<file path="src/hdl/neighbor_average_pixel_map_top_defines.svh">
// Assertion macros shared by the neighbor average pixel map RTL.
`ifndef NEIGHBOR_AVERAGE_PIXEL_MAP_TOP_DEFINES_SVH
`define NEIGHBOR_AVERAGE_PIXEL_MAP_TOP_DEFINES_SVH

// Same-cycle implication, sampled on the block clock, off during reset.
`define NAP_ASSERT_IMPLIES(name, ante, cons) \
   name: assert property (@(posedge clock) disable iff (reset) (ante) |-> (cons)) \
      else $error("neighbor average pixel map check failed");

// Next-cycle implication, sampled on the block clock, off during reset.
`define NAP_ASSERT_NEXT(name, ante, cons) \
   name: assert property (@(posedge clock) disable iff (reset) (ante) |=> (cons)) \
      else $error("neighbor average pixel map check failed");

`endif

</file>
<file path="src/hdl/nap_pkg.sv">
// Shared constants, types and the reciprocal table of the neighbor average pixel map.
`timescale 1ns / 1ps

package nap_pkg;

   // Parameter defaults
   localparam int DEF_MAX_WIDTH    = 256;
   localparam int DEF_MAX_HEIGHT   = 256;
   localparam int DEF_CHANNEL_BITS = 8;

   // Coordinates and channels on the ports are 8 bits
   localparam int COORD_LIMIT   = 256;
   localparam int CHAN_OUT_BITS = 8;
   localparam int SIZE_BITS     = 9;
   localparam int COUNT_BITS    = 4;
   // Nine channels of at most 255 plus the rounding half fit in 12 bits
   localparam int SUM_BITS      = 12;
   // Reciprocal 2^16/n rounded up is exact for sums below 2^12 and n up to 9
   localparam int RECIP_BITS    = 17;
   localparam int RECIP_SHIFT   = 16;
   localparam int PROD_BITS     = SUM_BITS + RECIP_BITS;

   // Commands
   localparam logic [1:0] CMD_WRITE  = 2'd0;
   localparam logic [1:0] CMD_QUERY  = 2'd1;
   localparam logic [1:0] CMD_EXPAND = 2'd2;

   // Pixel status
   localparam logic [1:0] STATUS_BLANK = 2'd0;
   localparam logic [1:0] STATUS_SET   = 2'd1;

   // Register indexes
   localparam logic CSR_IDX_WIDTH  = 1'b0;
   localparam logic CSR_IDX_HEIGHT = 1'b1;

   typedef struct packed {
      logic [SUM_BITS-1:0] red;
      logic [SUM_BITS-1:0] green;
      logic [SUM_BITS-1:0] blue;
   } chan_sums_type;

   typedef struct packed {
      logic [CHAN_OUT_BITS-1:0] red;
      logic [CHAN_OUT_BITS-1:0] green;
      logic [CHAN_OUT_BITS-1:0] blue;
   } chan_avg_type;

   // ceil(2^16 / n); zero for a count of zero gives a black result
   function automatic logic [RECIP_BITS-1:0] recip_of(input logic [COUNT_BITS-1:0] n);
      logic [RECIP_BITS-1:0] r;
      case (n)
         4'd1: r = 17'd65536;
         4'd2: r = 17'd32768;
         4'd3: r = 17'd21846;
         4'd4: r = 17'd16384;
         4'd5: r = 17'd13108;
         4'd6: r = 17'd10923;
         4'd7: r = 17'd9363;
         4'd8: r = 17'd8192;
         4'd9: r = 17'd7282;
         default: r = '0;
      endcase
      return r;
   endfunction

endpackage

</file>
<file path="src/hdl/nap_avg.sv">
// Rounded average of three channel sums by a count of 0 to 9, via reciprocal multiply.
`timescale 1ns / 1ps

module nap_avg (
   input  logic                                clock,
   input  logic                                start,
   input  nap_pkg::chan_sums_type              sums,
   input  logic [nap_pkg::COUNT_BITS-1:0]      count,
   output nap_pkg::chan_avg_type               avg
);
   import nap_pkg::*;

   logic [RECIP_BITS-1:0] recip;
   logic [SUM_BITS-1:0]   half;
   logic [SUM_BITS-1:0]   red_biased, green_biased, blue_biased;
   logic [PROD_BITS-1:0]  prod_red_ff, prod_red_in;
   logic [PROD_BITS-1:0]  prod_green_ff, prod_green_in;
   logic [PROD_BITS-1:0]  prod_blue_ff, prod_blue_in;

   // Bias by half the count for round-half-up, then scale by 2^16/n
   assign recip        = recip_of(count);
   assign half         = SUM_BITS'(count[COUNT_BITS-1:1]);
   assign red_biased   = sums.red + half;
   assign green_biased = sums.green + half;
   assign blue_biased  = sums.blue + half;

   assign prod_red_in   = start ? PROD_BITS'(red_biased) * PROD_BITS'(recip) : prod_red_ff;
   assign prod_green_in = start ? PROD_BITS'(green_biased) * PROD_BITS'(recip)
                                : prod_green_ff;
   assign prod_blue_in  = start ? PROD_BITS'(blue_biased) * PROD_BITS'(recip) : prod_blue_ff;

   always_ff @(posedge clock) begin
      prod_red_ff   <= prod_red_in;
      prod_green_ff <= prod_green_in;
      prod_blue_ff  <= prod_blue_in;
   end

   // Quotient is the product shifted down
   assign avg.red   = prod_red_ff[RECIP_SHIFT +: CHAN_OUT_BITS];
   assign avg.green = prod_green_ff[RECIP_SHIFT +: CHAN_OUT_BITS];
   assign avg.blue  = prod_blue_ff[RECIP_SHIFT +: CHAN_OUT_BITS];

endmodule

</file>
<file path="config.mk">
export PLATFORM = sky130hd
export DESIGN_NAME = nap_avg
export DESIGN_NICKNAME = d
export VERILOG_FILES = /design/src/hdl/neighbor_average_pixel_map_top_defines.svh /design/src/hdl/nap_pkg.sv /design/src/hdl/nap_avg.sv
export SDC_FILE = /design/constraint.sdc
export NUM_CORES = 1
export LEC_CHECK = 0
export ABC_AREA = 1
export ABC_CLOCK_PERIOD_IN_PS = 6000
export BUFFER_PORTS_ARGS = -buffer_cell sky130_fd_sc_hd__buf_2
export CAP_MARGIN = 20
export CORE_MARGIN = 2
export CORE_UTILIZATION = 60
export DETAILED_ROUTE_END_ITERATION = 12
export PLACE_DENSITY = 0.81
export SLEW_MARGIN = 0
export SYNTH_ARGS = -nofsm -noshare
export SYNTH_HDL_FRONTEND = slang
export SYNTH_SLANG_ARGS = --single-unit
</file>
<file path="constraint.sdc">
create_clock -name clock -period 6 [get_ports clock]
set_input_delay 0.3 -clock clock [delete_from_list [all_inputs] [get_ports clock]]
set_output_delay 0.3 -clock clock [all_outputs]
set_load 0.03 [all_outputs]
</file>
==> impl_metrics.py <==
metrics = {
    "global_routing": {
        "grt_pass1_wl_um": 92000,
        "grt-ovfl-total": 0,
        "grt.total_usage_pct": 36.2,
        "antenna_found_initial": 1,
        "grt_pass1_vias": 18300,
        "grt_max_degree": 26,
    },
    "clock_tree": {
        "numCtsBuffers": 3,
        "htree_levels": 1,
        "cts.clk_slew.worst_paths_ns": 0.10,
        "root_buffer": "clkbuf_16",
        "clock-sinks": 24,
        "hold_buffers": 0,
        "cts_tree": "built",
        "clk_path_buf_depth": 2,
    },
    "detailed_routing": {
        "ant_nets": 0,
        "wl_per_cell_um": 18.2,
        "remaining_drc_errors": 0,
        "dr.pass1.iters": 6,
        "wl_um": 57100,
        "dr.first_iter.drc_count": 1398,
        "num_vias": 17100,
        "avgViaCountPerCell": 5.45,
    },
    "synth": {
        "syn_avg_cell_area_um2": 7.64,
        "ys_seq_area_share_pct": 3.82,
        "syn_inst": 2472,
        "synth_edf_count": 24,
        "synth_async_sr_flop_share_pct": 0,
        "ys.warnings.count": 0,
        "synthFlopType": "edfxtp_1",
        "ys_types": 50,
        "yosys-top-cells-area": "fa_1 45%, inv_1 14%, nand2_1 11%, ha_1 9.3%, nor2_1 4.9%",
        "yosys_register_bits": 24,
        "yosysTopAreaCell": "fa_1",
        "syn_nets": 3080,
        "synth_top_area_share_pct": 45.2,
        "syn-cell-area_mm2": 0.0189,
    },
    "worst_setup_path": {
        "worstSetupPathType": "primary input to register",
        "endpoint_kind": "register",
        "arrival_ns": 5.85,
        "cp_slowest_cell": "fa_1",
        "crit_required_ns": 6.06,
        "crit_path_max_fanout": 6,
        "max_stage_delay_ns": 0.54,
        "start_kind": "primary input",
    },
    "place": {
        "gp_congestion": 0.998,
        "port_buffers": 65,
        "pre_cts_slack_ns": -0.245,
        "dp_hpwl_um": 48100,
    },
    "die": {
        "fp.dieH_um": 181,
        "core_mm2": 0.0308,
        "die_area_mm2": 0.0329,
        "ios": 66,
        "die_w_um": 181,
        "rows": 64,
        "initial_utilization_pct": 61.2,
    },
    "timing": {
        "fin_ws_ns": 0.214,
        "worstMarginPinSlew_ns": 0.882,
        "finalCritPeriodShare_pct": 96.4,
        "finalSetupViolCount": 0,
        "timing.fmax_ghz": 0.173,
        "max_slew_margin_pct": 41.2,
        "min_period_ns": 5.79,
        "report.final.slew_viol_count": 0,
        "finalHoldViolCount": 0,
    },
    "outcome": {
        "status": "finished, final reports clean",
    },
    "power_and_ir_drop": {
        "leakagePower_nw": 11.9,
        "vdd_ir_drop_max_mv": 0.246,
        "power.density_mw_per_mm2": 287,
    },
    "finish": {
        "multiInputGateArea_mm2": 0.0157,
        "seq_area_um2": 721,
        "fin_nets": 3351,
        "final_layout_size_suffix_gt1_share_pct": 17.2,
        "syn_to_final_growth_pct": 16.9,
        "final_common_cell": "inv_1",
        "layout_common_cells": "678 x inv_1, 559 x nand2_1, 420 x fa_1, 251 x buf_4, 235 x nor2_1",
        "post-route-util_pct": 71.6,
        "n_fill_cell": 2476,
    },
    "worst_hold_path": {
        "hp-class": "primary input to register",
    },
    "flow_run": {
        "drv_cap": 0,
    },
}
==> per-layer routing <==
metal	global-route usage [%]	routed length, µm	vias to the layer above
met1	46.3	22000	8400
met2	61.1	27000	846
met5	0	0	-
met4	14.7	2640	0
met3	6.80	5410	154
li1	-	-	7708
==> repair_timing <==
action	4_1_cts	5_1_grt
buffers inserted	0	14
hold endpoints to repair	0	0
gates resized for setup	0	107
setup endpoints to repair	0	21
==> cell families (layout without fill, tap and decap cells) <==
kind of cell             count (synthesis)  after routing  synth area share (%)
AO/OA/AOI/OAI                          130            130                  4.19
XOR/XNOR                                29             29                  1.50
adder cells (fa/ha/maj)                566            566                  54.4
buffers and inverters                  763           1033                  15.3
flip-flops                              24             24                  3.82
other                                    0              1                     0
AND/OR/NAND/NOR                        960            960                  20.7
==> cell type report <==
type	instances	area share, %
antenna	1	0.0113
clock buffer	3	0.340
clock inverter	1	0.136
inverter	702	12.0
multi-input combinational	1685	71.0
sequential	24	3.27
tap	396	2.25
timing repair buffer	327	11.0
==> per-stage QoR <==
stage / TNS, ns / total power (W) / instance area (µm²) / cells / hold slack [ns]
after CTS: 0 / 0.00578 / 21500 / 3124 / 0.666
after detailed placement: -2.18 / 0.00551 / 21400 / 3120 / 0.776
after global placement: -0.688 / 0.00535 / 21400 / 3120 / 0.777
final: 0 / 0.00632 / 22100 / 3139 / 0.668
after floorplan: 0 / 0.00367 / 18900 / 2472 / 0.412
after global routing: -0.329 / 0.00700 / 22100 / 3138 / 0.675
==> worst max-delay path, delay by kind of cell <==
family	cells	cell delay [ns]
adder cells (fa/ha/maj)	8	3.38
buffers and inverters	11	0.98
AND/OR/NAND/NOR	5	0.31
XOR/XNOR	2	0.35
AO/OA/AOI/OAI	4	0.51
==> synth_stat cells (11+ instances only) <==
library cell and instances:
edfxtp_1 24, clkbuf_1 45, nand2_1 576, nor3_1 15, nor2_1 245, buf_2 11
o21ai_0 31, xor2_1 25, a21oi_1 50, ha_1 140, fa_1 426, inv_1 691
nand3_1 75, nand4_1 18
==> registers in the layout, summed over array words and instances (netlist names) <==
| register | cells |
|---|---|
| prod_blue_ff | 8 |
| prod_red_ff | 8 |
| prod_green_ff | 8 |
==> power by group <==
| part | switching, W | internal (W) |
|---|---|---|
| clock network | 0.000104 | 0.000134 |
| registers | 0.0000182 | 0.000348 |
| logic | 0.00335 | 0.00237 |
==> final timing paths <==
check	start	end	depth (start not counted)
min	start	prod_green_ff[23]	1
max	count[1]	prod_green_ff[21]	30
Power figures use the tool's default switching activity.
